--- src/design/rcws_pkg.sv ---
// shared types, codes and constants of the range checked window statistics block
package rcws_pkg;

    // default sizes
    localparam int WINDOW_DEPTH_DEF = 64;
    localparam int SAMPLE_WIDTH_DEF = 16;

    // fixed field widths
    localparam int MINUTE_W = 11;
    localparam int STATUS_W = 2;

    // configuration port
    localparam int PADDR_W = 4;
    localparam int PDATA_W = 32;

    // register indexes
    localparam logic [1:0] REG_RANGE_LOW  = 2'd0;
    localparam logic [1:0] REG_RANGE_HIGH = 2'd1;
    localparam logic [1:0] REG_ENABLED    = 2'd2;

    // result status codes
    typedef enum logic [STATUS_W-1:0] {
        STATUS_VALID = 2'd0,
        STATUS_RANGE = 2'd1,
        STATUS_OFF   = 2'd2
    } t_status;

    // microprogram step addresses
    typedef enum logic [2:0] {
        ST_IDLE       = 3'd0,
        ST_RD_OLD     = 3'd1,
        ST_UPDATE     = 3'd2,
        ST_SCAN_START = 3'd3,
        ST_SCAN       = 3'd4,
        ST_DIV_WAIT   = 3'd5,
        ST_OUT        = 3'd6,
        ST_RETURN     = 3'd7
    } t_step;

    // datapath operations
    typedef enum logic [2:0] {
        OP_NONE       = 3'd0,
        OP_WAIT_IN    = 3'd1,
        OP_RD_OLD     = 3'd2,
        OP_UPDATE     = 3'd3,
        OP_SCAN_START = 3'd4,
        OP_SCAN       = 3'd5,
        OP_OUTPUT     = 3'd6
    } t_op;

    // jump conditions
    typedef enum logic [2:0] {
        C_NEVER     = 3'd0,
        C_ALWAYS    = 3'd1,
        C_NO_ACCEPT = 3'd2,
        C_EMPTY     = 3'd3,
        C_SCAN_MORE = 3'd4,
        C_DIV_BUSY  = 3'd5,
        C_OUT_FULL  = 3'd6
    } t_cond;

    // one control word of the microprogram
    typedef struct packed {
        t_op   op;
        t_cond cond;
        t_step target;
    } t_ctrl;

    // status flags from the datapath to the sequencer
    typedef struct packed {
        logic accept;
        logic empty;
        logic scan_more;
        logic div_busy;
        logic out_full;
    } t_flags;

endpackage

--- src/design/rcws_if.sv ---
// item channels of the window statistics block: sample in, result out
interface rcws_in_if
    import rcws_pkg::*;
#(
    parameter int SAMPLE_WIDTH = SAMPLE_WIDTH_DEF
);
    logic                           valid;
    logic                           ready;
    logic signed [SAMPLE_WIDTH-1:0] sample;
    logic        [MINUTE_W-1:0]     minute_of_day;

    modport source (output valid, sample, minute_of_day, input ready);
    modport sink   (input valid, sample, minute_of_day, output ready);
endinterface

interface rcws_out_if
    import rcws_pkg::*;
#(
    parameter int SAMPLE_WIDTH = SAMPLE_WIDTH_DEF
);
    logic                           valid;
    logic                           ready;
    logic        [STATUS_W-1:0]     status;
    logic signed [SAMPLE_WIDTH-1:0] value_out;
    logic        [MINUTE_W-1:0]     minute_out;
    logic                           has_history;
    logic signed [SAMPLE_WIDTH-1:0] window_min;
    logic signed [SAMPLE_WIDTH-1:0] window_max;
    logic signed [SAMPLE_WIDTH-1:0] window_mean;

    modport source (output valid, status, value_out, minute_out, has_history,
                    window_min, window_max, window_mean, input ready);
    modport sink   (input valid, status, value_out, minute_out, has_history,
                    window_min, window_max, window_mean, output ready);
endinterface

--- src/design/rcws_ram.sv ---
// generic single write, single read ram with registered read data
module rcws_ram #(
    parameter int  WIDTH = 16,
    parameter int  DEPTH = 64,
    localparam int AW    = (DEPTH > 1) ? $clog2(DEPTH) : 1
) (
    input  logic             i_clk,
    input  logic             i_we,
    input  logic [AW-1:0]    i_waddr,
    input  logic [WIDTH-1:0] i_wdata,
    input  logic             i_re,
    input  logic [AW-1:0]    i_raddr,
    output logic [WIDTH-1:0] o_rdata
);

    logic [WIDTH-1:0] r_mem [DEPTH];
    logic [WIDTH-1:0] r_rdata;

    // write port
    always_ff @(posedge i_clk) begin
        if (i_we) begin
            r_mem[i_waddr] <= i_wdata;
        end
    end

    // registered read port
    always_ff @(posedge i_clk) begin
        if (i_re) begin
            r_rdata <= r_mem[i_raddr];
        end
    end

    assign o_rdata = r_rdata;

endmodule

--- src/design/rcws_seq.sv ---
// microprogram sequencer: step counter, control store and conditional jumps
module rcws_seq
    import rcws_pkg::*;
(
    input  logic   i_clk,
    input  logic   i_rst_n,
    input  t_flags i_flags,
    output t_ctrl  o_ctrl
);

    t_step r_step;
    t_step n_step;
    logic  take;

    // control store, one word per step
    function automatic t_ctrl ucode_rom(t_step step);
        t_ctrl w;
        case (step)
            ST_IDLE:       w = '{op: OP_WAIT_IN,    cond: C_NO_ACCEPT, target: ST_IDLE};
            ST_RD_OLD:     w = '{op: OP_RD_OLD,     cond: C_NEVER,     target: ST_IDLE};
            ST_UPDATE:     w = '{op: OP_UPDATE,     cond: C_NEVER,     target: ST_IDLE};
            ST_SCAN_START: w = '{op: OP_SCAN_START, cond: C_EMPTY,     target: ST_DIV_WAIT};
            ST_SCAN:       w = '{op: OP_SCAN,       cond: C_SCAN_MORE, target: ST_SCAN};
            ST_DIV_WAIT:   w = '{op: OP_NONE,       cond: C_DIV_BUSY,  target: ST_DIV_WAIT};
            ST_OUT:        w = '{op: OP_OUTPUT,     cond: C_OUT_FULL,  target: ST_OUT};
            ST_RETURN:     w = '{op: OP_NONE,       cond: C_ALWAYS,    target: ST_IDLE};
            default:       w = '{op: OP_NONE,       cond: C_ALWAYS,    target: ST_IDLE};
        endcase
        return w;
    endfunction

    // control word of the current step
    always_comb begin
        o_ctrl = ucode_rom(r_step);
    end

    // jump or fall through
    always_comb begin
        case (o_ctrl.cond)
            C_NEVER:     take = 1'b0;
            C_ALWAYS:    take = 1'b1;
            C_NO_ACCEPT: take = !i_flags.accept;
            C_EMPTY:     take = i_flags.empty;
            C_SCAN_MORE: take = i_flags.scan_more;
            C_DIV_BUSY:  take = i_flags.div_busy;
            C_OUT_FULL:  take = i_flags.out_full;
            default:     take = 1'b1;
        endcase
        n_step = take ? o_ctrl.target : t_step'(r_step + 3'd1);
    end

    // step counter
    always_ff @(posedge i_clk) begin
        if (!i_rst_n) begin
            r_step <= ST_IDLE;
        end else begin
            r_step <= n_step;
        end
    end

endmodule

--- src/design/rcws_dp.sv ---
// datapath: range check, window update, min and max scan, serial divider, output register
module rcws_dp
    import rcws_pkg::*;
#(
    parameter int WINDOW_DEPTH = WINDOW_DEPTH_DEF,
    parameter int SAMPLE_WIDTH = SAMPLE_WIDTH_DEF
) (
    input  logic                           i_clk,
    input  logic                           i_rst_n,
    input  t_ctrl                          i_ctrl,
    output t_flags                         o_flags,
    rcws_in_if.sink                        i_in,
    rcws_out_if.source                     o_out,
    input  logic signed [SAMPLE_WIDTH-1:0] i_range_low,
    input  logic signed [SAMPLE_WIDTH-1:0] i_range_high,
    input  logic                           i_enabled
);

    localparam int ADDR_W = (WINDOW_DEPTH > 1) ? $clog2(WINDOW_DEPTH) : 1;
    localparam int CNT_W  = $clog2(WINDOW_DEPTH + 1);
    localparam int SUM_W  = SAMPLE_WIDTH + $clog2(WINDOW_DEPTH);
    localparam int DCNT_W = $clog2(SUM_W + 1);

    localparam logic [ADDR_W-1:0] LAST_ADDR = ADDR_W'(WINDOW_DEPTH - 1);
    localparam logic [CNT_W-1:0]  FULL_CNT  = CNT_W'(WINDOW_DEPTH);

    // control state
    logic [ADDR_W-1:0]        r_wptr;
    logic [CNT_W-1:0]         r_count;
    logic signed [SUM_W-1:0]  r_sum;
    logic [CNT_W-1:0]         r_rd_idx;
    logic                     r_div_busy;
    logic [DCNT_W-1:0]        r_div_cnt;
    logic                     r_out_valid;

    // item and working payload
    t_status                        r_status;
    logic signed [SAMPLE_WIDTH-1:0] r_sample;
    logic        [MINUTE_W-1:0]     r_minute;
    logic signed [SAMPLE_WIDTH-1:0] r_min;
    logic signed [SAMPLE_WIDTH-1:0] r_max;
    logic        [SUM_W-1:0]        r_div_q;
    logic        [CNT_W-1:0]        r_div_rem;
    logic                           r_div_neg;

    // output register
    t_status                        r_o_status;
    logic signed [SAMPLE_WIDTH-1:0] r_o_value;
    logic        [MINUTE_W-1:0]     r_o_minute;
    logic                           r_o_hist;
    logic signed [SAMPLE_WIDTH-1:0] r_o_min;
    logic signed [SAMPLE_WIDTH-1:0] r_o_max;
    logic signed [SAMPLE_WIDTH-1:0] r_o_mean;

    logic                           accept;
    logic                           in_range;
    logic                           full;
    logic                           out_full;
    logic                           load_out;
    logic                           scan_more;
    logic                           ram_we;
    logic                           ram_re;
    logic [ADDR_W-1:0]              ram_raddr;
    logic [SAMPLE_WIDTH-1:0]        ram_rdata;
    logic signed [SAMPLE_WIDTH-1:0] rd_val;
    logic [SUM_W-1:0]               n_mag;
    logic [CNT_W:0]                 rem_sh;
    logic [CNT_W:0]                 rem_diff;
    logic                           rem_ge;
    logic [SUM_W-1:0]               q_fixed;
    logic signed [SAMPLE_WIDTH-1:0] n_mean;

    // handshake and flags
    assign i_in.ready = (i_ctrl.op == OP_WAIT_IN);
    assign accept     = i_in.valid && i_in.ready;
    assign full       = (r_count == FULL_CNT);
    assign scan_more  = (r_rd_idx < r_count);
    assign out_full   = r_out_valid && !o_out.ready;
    assign load_out   = (i_ctrl.op == OP_OUTPUT) && !out_full;

    always_comb begin
        o_flags.accept    = accept;
        o_flags.empty     = (r_count == '0);
        o_flags.scan_more = scan_more;
        o_flags.div_busy  = r_div_busy;
        o_flags.out_full  = out_full;
    end

    // plausibility check, inclusive at both ends
    assign in_range = (i_in.sample >= i_range_low) && (i_in.sample <= i_range_high);

    // window store ports
    always_comb begin
        ram_we    = (i_ctrl.op == OP_UPDATE) && (r_status == STATUS_VALID);
        ram_re    = 1'b0;
        ram_raddr = r_wptr;
        case (i_ctrl.op)
            OP_RD_OLD: begin
                ram_re    = 1'b1;
                ram_raddr = r_wptr;
            end
            OP_SCAN_START: begin
                ram_re    = 1'b1;
                ram_raddr = '0;
            end
            OP_SCAN: begin
                ram_re    = scan_more;
                ram_raddr = r_rd_idx[ADDR_W-1:0];
            end
            default: begin
                ram_re    = 1'b0;
                ram_raddr = r_wptr;
            end
        endcase
    end

    rcws_ram #(
        .WIDTH (SAMPLE_WIDTH),
        .DEPTH (WINDOW_DEPTH)
    ) u_ram (
        .i_clk   (i_clk),
        .i_we    (ram_we),
        .i_waddr (r_wptr),
        .i_wdata (r_sample),
        .i_re    (ram_re),
        .i_raddr (ram_raddr),
        .o_rdata (ram_rdata)
    );

    assign rd_val = $signed(ram_rdata);

    // divider step: shift in one dividend bit, subtract the count when it fits
    assign n_mag    = r_sum[SUM_W-1] ? SUM_W'(-r_sum) : SUM_W'(r_sum);
    assign rem_sh   = {r_div_rem, r_div_q[SUM_W-1]};
    assign rem_ge   = (rem_sh >= {1'b0, r_count});
    assign rem_diff = rem_sh - {1'b0, r_count};

    // sign of the quotient follows the sum, truncation toward zero
    assign q_fixed = r_div_neg ? (~r_div_q + SUM_W'(1)) : r_div_q;
    assign n_mean  = (r_count == '0) ? '0 : q_fixed[SAMPLE_WIDTH-1:0];

    // control registers
    always_ff @(posedge i_clk) begin
        if (!i_rst_n) begin
            r_wptr      <= '0;
            r_count     <= '0;
            r_sum       <= '0;
            r_rd_idx    <= '0;
            r_div_busy  <= 1'b0;
            r_div_cnt   <= '0;
            r_out_valid <= 1'b0;
        end else begin
            // window update with the oldest entry dropped when full
            if ((i_ctrl.op == OP_UPDATE) && (r_status == STATUS_VALID)) begin
                if (full) begin
                    r_sum <= r_sum - SUM_W'(rd_val) + SUM_W'(r_sample);
                end else begin
                    r_sum   <= r_sum + SUM_W'(r_sample);
                    r_count <= r_count + CNT_W'(1);
                end
                r_wptr <= (r_wptr == LAST_ADDR) ? '0 : r_wptr + ADDR_W'(1);
            end
            // scan index, one entry a cycle
            if (i_ctrl.op == OP_SCAN_START) begin
                r_rd_idx <= CNT_W'(1);
            end else if (i_ctrl.op == OP_SCAN) begin
                r_rd_idx <= r_rd_idx + CNT_W'(1);
            end
            // divider runs beside the scan
            if (i_ctrl.op == OP_SCAN_START) begin
                r_div_busy <= 1'b1;
                r_div_cnt  <= DCNT_W'(SUM_W);
            end else if (r_div_busy) begin
                r_div_cnt  <= r_div_cnt - DCNT_W'(1);
                r_div_busy <= (r_div_cnt != DCNT_W'(1));
            end
            // output register
            if (load_out) begin
                r_out_valid <= 1'b1;
            end else if (o_out.ready) begin
                r_out_valid <= 1'b0;
            end
        end
    end

    // payload registers
    always_ff @(posedge i_clk) begin
        // capture and classify the item
        if (accept) begin
            if (!i_enabled) begin
                r_status <= STATUS_OFF;
                r_sample <= '0;
                r_minute <= '0;
            end else begin
                r_status <= in_range ? STATUS_VALID : STATUS_RANGE;
                r_sample <= i_in.sample;
                r_minute <= i_in.minute_of_day;
            end
        end
        // min and max over the valid entries
        if (i_ctrl.op == OP_SCAN_START) begin
            r_min <= '0;
            r_max <= '0;
        end else if (i_ctrl.op == OP_SCAN) begin
            if (r_rd_idx == CNT_W'(1)) begin
                r_min <= rd_val;
                r_max <= rd_val;
            end else begin
                if (rd_val < r_min) begin
                    r_min <= rd_val;
                end
                if (rd_val > r_max) begin
                    r_max <= rd_val;
                end
            end
        end
        // divider registers
        if (i_ctrl.op == OP_SCAN_START) begin
            r_div_q   <= n_mag;
            r_div_rem <= '0;
            r_div_neg <= r_sum[SUM_W-1];
        end else if (r_div_busy) begin
            r_div_q   <= {r_div_q[SUM_W-2:0], rem_ge};
            r_div_rem <= rem_ge ? rem_diff[CNT_W-1:0] : rem_sh[CNT_W-1:0];
        end
        // result item
        if (load_out) begin
            r_o_status <= r_status;
            r_o_value  <= r_sample;
            r_o_minute <= r_minute;
            r_o_hist   <= (r_count != '0);
            r_o_min    <= r_min;
            r_o_max    <= r_max;
            r_o_mean   <= n_mean;
        end
    end

    // result channel
    assign o_out.valid       = r_out_valid;
    assign o_out.status      = r_o_status;
    assign o_out.value_out   = r_o_value;
    assign o_out.minute_out  = r_o_minute;
    assign o_out.has_history = r_o_hist;
    assign o_out.window_min  = r_o_min;
    assign o_out.window_max  = r_o_max;
    assign o_out.window_mean = r_o_mean;

endmodule

--- src/design/range_checked_window_stats.sv ---
// Range checked window statistics. Each sample item is checked against the
// programmed plausible range; an in-range sample enters a window of the last
// WINDOW_DEPTH valid samples, and every item gives one result with its status
// and the window's minimum, maximum and truncated mean. One item is worked on
// at a time under a small microprogram. The minimum and maximum come from a
// scan of the window memory at one entry per cycle through its single read
// port, and a restoring divider beside the scan takes one quotient bit per
// cycle (SAMPLE_WIDTH + log2 WINDOW_DEPTH steps, 22 by default). The result
// waits in an output register, so the next item is taken while it is still
// unclaimed. Registers lie at byte addresses 0 (range_low), 4 (range_high)
// and 8 (sensor_enabled); the user writes them only while the block is idle,
// and the block itself does not enforce this. The window memory needs no
// clearing after reset.
module range_checked_window_stats
    import rcws_pkg::*;
#(
    parameter int WINDOW_DEPTH = WINDOW_DEPTH_DEF,
    parameter int SAMPLE_WIDTH = SAMPLE_WIDTH_DEF
) (
    input  logic               i_clk,
    input  logic               i_rst_n,
    rcws_in_if.sink            i_in,
    rcws_out_if.source         o_out,
    input  logic               psel,
    input  logic               penable,
    input  logic               pwrite,
    input  logic [PADDR_W-1:0] paddr,
    input  logic [PDATA_W-1:0] pwdata,
    output logic [PDATA_W-1:0] prdata,
    output logic               pready
);

    logic signed [SAMPLE_WIDTH-1:0] r_range_low;
    logic signed [SAMPLE_WIDTH-1:0] r_range_high;
    logic                           r_enabled;
    logic                           cfg_wr;
    logic [1:0]                     cfg_idx;
    t_ctrl                          ctrl;
    t_flags                         flags;

    assign pready  = 1'b1;
    assign cfg_wr  = psel && penable && pwrite && pready;
    assign cfg_idx = paddr[3:2];

    // configuration registers
    always_ff @(posedge i_clk) begin
        if (!i_rst_n) begin
            r_range_low  <= '0;
            r_range_high <= {1'b0, {(SAMPLE_WIDTH-1){1'b1}}};
            r_enabled    <= 1'b1;
        end else if (cfg_wr) begin
            case (cfg_idx)
                REG_RANGE_LOW:  r_range_low  <= pwdata[SAMPLE_WIDTH-1:0];
                REG_RANGE_HIGH: r_range_high <= pwdata[SAMPLE_WIDTH-1:0];
                REG_ENABLED:    r_enabled    <= pwdata[0];
                default:        ;
            endcase
        end
    end

    // register read back, signed ranges sign extended
    always_comb begin
        case (cfg_idx)
            REG_RANGE_LOW:  prdata = PDATA_W'(r_range_low);
            REG_RANGE_HIGH: prdata = PDATA_W'(r_range_high);
            REG_ENABLED:    prdata = PDATA_W'(r_enabled);
            default:        prdata = '0;
        endcase
    end

    // microprogram control
    rcws_seq u_seq (
        .i_clk   (i_clk),
        .i_rst_n (i_rst_n),
        .i_flags (flags),
        .o_ctrl  (ctrl)
    );

    // datapath and window store
    rcws_dp #(
        .WINDOW_DEPTH (WINDOW_DEPTH),
        .SAMPLE_WIDTH (SAMPLE_WIDTH)
    ) u_dp (
        .i_clk        (i_clk),
        .i_rst_n      (i_rst_n),
        .i_ctrl       (ctrl),
        .o_flags      (flags),
        .i_in         (i_in),
        .o_out        (o_out),
        .i_range_low  (r_range_low),
        .i_range_high (r_range_high),
        .i_enabled    (r_enabled)
    );

endmodule

--- src/flat_wrapper.sv ---
// flat-port wrapper written by rule: the top's interface ports become plain ports
module range_checked_window_stats_flat import rcws_pkg::*;
#(
    parameter int WINDOW_DEPTH = WINDOW_DEPTH_DEF,
    parameter int SAMPLE_WIDTH = SAMPLE_WIDTH_DEF
)
  (i_clk, i_rst_n, psel, penable, pwrite, paddr, pwdata, prdata, pready, i_in_valid, i_in_sample, i_in_minute_of_day, i_in_ready, o_out_valid, o_out_status, o_out_value_out, o_out_minute_out, o_out_has_history, o_out_window_min, o_out_window_max, o_out_window_mean, o_out_ready);
  rcws_in_if #(.SAMPLE_WIDTH(SAMPLE_WIDTH)) i_in_i ();
  rcws_out_if #(.SAMPLE_WIDTH(SAMPLE_WIDTH)) o_out_i ();
  input  logic i_clk;
  input  logic i_rst_n;
  input  logic psel;
  input  logic penable;
  input  logic pwrite;
  input  logic [PADDR_W-1:0] paddr;
  input  logic [PDATA_W-1:0] pwdata;
  output logic [PDATA_W-1:0] prdata;
  output logic pready;
  input wire logic [$bits(i_in_i.valid)-1:0] i_in_valid;
  input wire logic [$bits(i_in_i.sample)-1:0] i_in_sample;
  input wire logic [$bits(i_in_i.minute_of_day)-1:0] i_in_minute_of_day;
  output wire logic [$bits(i_in_i.ready)-1:0] i_in_ready;
  output wire logic [$bits(o_out_i.valid)-1:0] o_out_valid;
  output wire logic [$bits(o_out_i.status)-1:0] o_out_status;
  output wire logic [$bits(o_out_i.value_out)-1:0] o_out_value_out;
  output wire logic [$bits(o_out_i.minute_out)-1:0] o_out_minute_out;
  output wire logic [$bits(o_out_i.has_history)-1:0] o_out_has_history;
  output wire logic [$bits(o_out_i.window_min)-1:0] o_out_window_min;
  output wire logic [$bits(o_out_i.window_max)-1:0] o_out_window_max;
  output wire logic [$bits(o_out_i.window_mean)-1:0] o_out_window_mean;
  input wire logic [$bits(o_out_i.ready)-1:0] o_out_ready;
  assign i_in_i.valid = i_in_valid;
  assign i_in_i.sample = i_in_sample;
  assign i_in_i.minute_of_day = i_in_minute_of_day;
  assign i_in_ready = i_in_i.ready;
  assign o_out_valid = o_out_i.valid;
  assign o_out_status = o_out_i.status;
  assign o_out_value_out = o_out_i.value_out;
  assign o_out_minute_out = o_out_i.minute_out;
  assign o_out_has_history = o_out_i.has_history;
  assign o_out_window_min = o_out_i.window_min;
  assign o_out_window_max = o_out_i.window_max;
  assign o_out_window_mean = o_out_i.window_mean;
  assign o_out_i.ready = o_out_ready;
  range_checked_window_stats #(.WINDOW_DEPTH(WINDOW_DEPTH), .SAMPLE_WIDTH(SAMPLE_WIDTH)) u_core (.i_clk(i_clk), .i_rst_n(i_rst_n), .i_in(i_in_i), .o_out(o_out_i), .psel(psel), .penable(penable), .pwrite(pwrite), .paddr(paddr), .pwdata(pwdata), .prdata(prdata), .pready(pready));
endmodule
--- config.mk ---
export PLATFORM = sky130hd
export DESIGN_NAME = range_checked_window_stats_flat
export DESIGN_NICKNAME = d
export VERILOG_FILES = /design/src/design/rcws_pkg.sv /design/src/design/rcws_if.sv /design/src/design/rcws_ram.sv /design/src/design/rcws_seq.sv /design/src/design/rcws_dp.sv /design/src/design/range_checked_window_stats.sv /design/src/flat_wrapper.sv
export SDC_FILE = /design/constraint.sdc
export NUM_CORES = 2
export LEC_CHECK = 0
export BUFFER_PORTS_ARGS = -buffer_cell sky130_fd_sc_hd__buf_2
export CORE_MARGIN = 2
export CORE_UTILIZATION = 60
export DETAILED_ROUTE_END_ITERATION = 6
export PLACE_DENSITY = 0.8
export SYNTH_ARGS = -nofsm -noshare
export SYNTH_HDL_FRONTEND = slang
export SYNTH_SLANG_ARGS = --single-unit
--- constraint.sdc ---
create_clock -name i_clk -period 6.2 [get_ports i_clk]
set_input_delay 0.62 -clock i_clk [delete_from_list [all_inputs] [get_ports i_clk]]
set_output_delay 0.62 -clock i_clk [all_outputs]
set_load 0.05 [all_outputs]
After elaboration in Yosys (flattened, before gate mapping):

Memory sizes are Yosys's and may differ from the RTL's. A register that Yosys moved wholly into a read port is not among the register bits.
Index checks and enable logic that the tools add are counted.

* add/sub/neg operators: 11
* order comparisons: 6
* equal/unequal tests: 17
* multiplexer cells: 28
* bitwise logic cells: 3
* reductions and logical operators: 28

Operator list (number)
* $pmux 32 s3: 1
* $mux 22: 4
* $mux 16: 5
* $add 22x16->22: 2
* $neg 22->22: 1
* $sub 22x16->22: 1
* $eq 3x3->1 const B: 6
* $add 16x1->16 const B: 1
* $ge 16x16->1: 1
* $gt 16x16->1: 1
* $le 16x16->1: 1
* $lt 16x16->1: 1
* $not 16->16: 1
* $add 7x1->7 const B: 2
* $eq 3x2->1 const B: 4
* $pmux 6 s2: 1
* $reduce_and 2->1: 6
* $mux 5: 2
* $reduce_bool 2->1: 5
* $mux 1: 9
* $ge 8x7->1: 1
* $eq 7x1->1 const B: 1
* $eq 7x7->1 const B: 1
* $logic_and 1x1->1: 7
* other kinds (22): 28

* flip-flop bits (word level): 254
* bits in writable memories: 1024
* memory bits (read-only): 72
* bits of input ports: 70
* output and inout bits: 113
* word-level logic and storage cells: 123
* memories: 2

Memories
* u_core.u_dp.u_ram.r_mem: words 64, width 16, rd ports 1, clocked after Yosys merged registers in 1, write ports 1, RTL line rcws_ram.sv:16 `logic [WIDTH-1:0] r_mem [DEPTH];`
* (no name shown): words 8, width 9, rd ports 1, clocked after Yosys merged registers in 1, write ports 0, RTL line rcws_seq.sv:18 `case (step)`

Depth between registers and ports, before layout:

* word-level depth: 6
* gate-level depth with buffers: 14
* gate-level depth less buffers: 14

Modules after synthesis:

Synthesis repeated with hierarchy kept, for this count alone.

* cell total of the unflattened synthesis: 3508
* area total of the unflattened synthesis: 56252.7 um^2

Modules (own cells, without submodules)
* rcws_ram: instances 1, cells each 1829, area each 40202.3 um^2, sequential area each 31230.0 um^2
* rcws_dp: instances 1, cells each 1425, area each 13649.3 um^2, sequential area each 5665.4 um^2
* range_checked_window_stats: instances 1, cells each 200, area each 1806.7 um^2, sequential area each 660.6 um^2
* rcws_seq: instances 1, cells each 54, area each 594.3 um^2, sequential area each 240.2 um^2

Worst setup path before layout:

No wires, ideal clock.

* path kind: in2reg
* from: in o_out_ready
* to: reg u_core.u_dp.r_o_hist, in the netlist u_core.u_dp.o_out.has_history, enable pin
* setup time: 0.524 ns
* arrival time: 4.214 ns
* required time: 5.676 ns
* path slack: 1.462 ns
* cell stages on the path: 2
* path buffers: 0
* path through: nand2b_1 > nor2b_1

* word-level cells in the longest chain between the ends: 4

RTL lines
* from (decl): RTL line flat_wrapper.sv:31 `input wire logic [$bits(o_out_i.ready)-1:0] o_out_ready;`
* $logic_not 1->1: RTL line rcws_dp.sv:78 `assign out_full = r_out_valid && !o_out.ready;`
* $logic_and 1x1->1: RTL line rcws_dp.sv:78
* $logic_not 1->1: RTL line rcws_dp.sv:79 `assign load_out = (i_ctrl.op == OP_OUTPUT) && !out_full;`
* $logic_and 1x1->1: RTL line rcws_dp.sv:79
* net u_core.u_dp.load_out: RTL line rcws_dp.sv:59 `logic load_out;`
* to (signal assigned): RTL line rcws_dp.sv:231 `r_o_hist <= (r_count != '0);`
* to (decl): RTL line rcws_dp.sv:50 `logic r_o_hist;`

The timed path passes the listed nets, and every way through them passes these cells.
A chain may end at the register's enable or synchronous reset.

Worst setup path after layout:

* from: reg u_core.u_dp.r_sample[1]
* to: reg u_core.u_dp.r_sum[20]

* word-level cells in the longest chain between the ends: 2
* elaborated cells on any way between the ends: 3
* those cells by class: add/sub (2); mux (1)

RTL lines
* from (decl): RTL line rcws_dp.sv:38 `logic signed [SAMPLE_WIDTH-1:0] r_sample;`
* from (signal assigned): RTL line rcws_dp.sv:196 `r_sample <= i_in.sample;`
* $add 22x16->22, on equally long branches: RTL line rcws_dp.sv:158, rcws_dp.sv:156
* $mux 22 *: RTL line rcws_dp.sv:155 `if (full) begin`
* to (signal assigned): RTL line rcws_dp.sv:156 `r_sum <= r_sum - SUM_W'(rd_val) + SUM_W'(r_sample);`
* to (signal assigned): RTL line rcws_dp.sv:158 `r_sum <= r_sum + SUM_W'(r_sample);`
* to (decl): RTL line rcws_dp.sv:30 `logic signed [SUM_W-1:0] r_sum;`

Mark *: on every way between the ends. The rest lies on a longest branch, timed or not.

==> metrics.cfg <==
[clock_tree]
cts.reportedPaths.clkPinSlew_ps=60
h-tree-depth=3
post_cts_buffers=0
clock_sinks=1303
insertion_delay_ps=730
cts_root_buf=clkbuf_16
cts_resized=0
max-clock-path-buffers=3
cts_tree=built
cts_hold_buf=0
cts_buffers=118

[sta]
worst_pin_slew_ps=1190
final_hold_viol_count=0
grt_setup_unrepaired=false
min_period_ps=4200
relSlewSlack_pct=20.8
fin_skew_ps=39.7
finalCritPeriodShare_pct=67.8
setup_tns_ps=0
fmax_mhz=238
whs_ps=149
maxSlewViolCount=0
setup_viol=0

[hold_path]
worstHoldEndpoint=u_core.r_range_high[12]$_SDFFE_PN1P_
min_from=pwdata[12]
min_path_cells=3
min_path_type=in2reg

[detailed_routing]
num_vias=38600
dr.pass1.iters=6
post_drt_wl_per_cell_um=22.6
routed_wirelength_mm=139
ant_nets=0
drc_errors=0
drtIter0Drc=5400
via_per_inst=6.25

[cells_and_area]
final_cells=6175
num_antenna_cells=0
multi_input_area_sq_um=16800
fill_cells=6343
stdcell_area_sq_um=62300
drive_above_1_share_pct=9.55
final_nets=5050
layout_common_cells=nand2_1, edfxtp_1, nand3_1
syn_to_final_growth_pct=10.2
final_common_cell=nand2_1
regArea_sq_um=37800

[synth]
synthesis.nets=4940
synth-edff-count=1170
yosys_warnings=0
netlist-cell-type-count=70
syn_inst=4713
synth_area_sq_um=56500
synth_ff_type=edfxtp_1
syn_avg_cell_area_sq_um=12.0
seq_area_frac_synth_pct=66.9
ys_ff_latch=1303
async_flop_share_pct=0

[floorplanning]
io-pin-count=183
die_h_um=311
dieArea_sq_um=96700
die_w_um=311
start_util_pct=60.6
rows=112
core_area_sq_um=93300

[worst_setup_path]
r2r_setup_slack_ps=2000
worstReg2RegEnd=u_core.u_dp.r_sum[20]$_SDFFE_PN0P_
crit_start=u_core.u_dp.r_sample[1]$_SDFFCE_PN0P_
reg2reg_from=u_core.u_dp.r_sample[1]$_SDFFCE_PN0P_
crit_required_ps=6740
ff2ff_path_depth=12
crit_fanout=68
start_kind=flop
endpoint_kind=flop
cp.arrival_ps=4740
path_class=reg2reg

[placement]
io_buffers=163
gp_congestion=0.921
dp.final_hpwl_mm=81.0
dp_cells=5957
dpl-instance-area_sq_um=58600

[grt]
grt_pass1_vias=36800
grt_remaining_overflow=0
grt_pass1_wl_mm=211
grt_use_total_pct=28.1
antenna_found_initial=6
grt_max_degree=177

[run]
drv_cap=0

[power_and_ir_drop]
p_per_area_nw_per_um2=336
leakage_nw=22.6
ir_drop_mv=0.280

[outcome]
outcome=complete, no violations

-- layout make-up --
class                           instances  share of cell area [%]
Tap cell                             1254                    2.52
Timing Repair Buffer                  276                    2.95
Clock inverter                         57                   0.707
Multi-Input combinational cell       2948                    26.9
Sequential cell                      1303                    60.7
Clock buffer                          161                    5.20
Inverter                              176                    1.06
-- metal layers --
layer	GRT usage (%)	wire, um	vias up
li1	-	-	17300
met1	37.9	52200	18700
met2	45.2	66400	2235
met3	4.91	14900	346
met4	12.2	5830	6
met5	0	40	-
-- worst max path at each step --
| stage | end | slack, ps | depth (start not counted) |
|---|---|---|---|
| floorplan | u_core.u_dp.o_out.has_history$_DFFE_PP_ | 1460 | 2 |
| global placement | u_core.u_dp.u_ram.o_rdata[2]$_DFFE_PP_ | 2210 | 9 |
| detailed placement | u_core.u_dp.r_sum[20]$_SDFFE_PN0P_ | 2100 | 12 |
| CTS | u_core.u_dp.r_sum[20]$_SDFFE_PN0P_ | 2080 | 12 |
| global route | u_core.u_dp.r_sum[20]$_SDFFE_PN0P_ | 1780 | 12 |
| finish | u_core.u_dp.r_sum[20]$_SDFFE_PN0P_ | 2000 | 12 |
-- through the flow --
| step | util [%] | setup WS, ps | total power, mW |
|---|---|---|---|
| after global placement | 62.8 | 2210 | 13.9 |
| after floorplan | - | 1460 | 13.0 |
| after global routing | 66.7 | 1780 | 21.7 |
| final | 66.7 | 2000 | 20.9 |
| after CTS | 66.7 | 2080 | 20.9 |
| after detailed placement | 62.8 | 2100 | 14.1 |
-- worst max-delay path, cell delays in order, from the launching register on --
cell       delay (ps)
edfxtp_1          320
buf_4             610
inv_1             150
fa_1              530
fa_1              440
nor2b_1           160
o31a_1            210
a2bb2oi_1         420
a2111o_1          250
a31oi_1           130
o21ai_0           410
mux2i_1           270
a211oi_1           60
-- cells by family (layout without fill, tap and decap cells) --
family / count (synthesis) / count (layout) / synth area share, %
AO/OA/AOI/OAI: 681 / 681 / 8.23
XOR/XNOR: 88 / 88 / 1.36
adder cells (fa/ha/maj): 157 / 157 / 3.78
buffers and inverters: 462 / 670 / 3.62
flip-flops: 1303 / 1303 / 66.9
multiplexers: 53 / 53 / 0.958
other: 1 / 1 / 0.00663
AND/OR/NAND/NOR: 1968 / 1968 / 15.2
-- sequential cells by signal, indices dropped and copies added, names as in the netlist, 9 cells and up --
signal / count
u_core.u_dp.u_ram.r_mem: 1024
u_core.u_dp.r_div_q: 22
u_core.u_dp.r_sum: 22
u_core.r_range_high: 16
u_core.r_range_low: 16
u_core.u_dp.o_out.value_out: 16
u_core.u_dp.o_out.window_max: 16
u_core.u_dp.o_out.window_mean: 16
u_core.u_dp.o_out.window_min: 16
u_core.u_dp.r_max: 16
u_core.u_dp.r_min: 16
u_core.u_dp.r_sample: 16
u_core.u_dp.u_ram.o_rdata: 16
u_core.u_dp.o_out.minute_out: 11
u_core.u_dp.r_minute: 11
u_core.u_seq.o_ctrl: 9
-- synthesized netlist by cell type (20+ instances only) --
master,instances,area (sq um)
nand4_1,24,150
a31oi_1,143,895
a311oi_1,130,1140
buf_4,21,158
nand3_1,281,1410
and3_1,131,820
a22o_1,20,175
xor2_1,31,272
fa_1,23,460
a211oi_1,20,150
buf_2,66,330
a21oi_1,94,470
ha_1,134,1680
o21ai_0,87,435
nand2_1,1189,4460
nor3_1,20,100
o211ai_1,22,165
and2_1,32,200
xnor2_1,57,499
o22ai_1,65,407
dfxtp_1,133,2660
edfxtp_1,1170,35100
or4_1,22,165
buf_6,20,225
mux2i_1,46,460
a21o_1,23,173
inv_1,175,657
buf_1,21,78.8
nor2_1,183,687
clkbuf_1,158,593
-- where the power goes --
group          internal [mW]  switching (mW)  total, mW
Combinational           1.16            2.36       3.52
Sequential              10.2           0.244       10.5
Clock                   3.78            3.17       6.95
Total                   15.2            5.78       20.9
(Power assumes the default switching activity.)
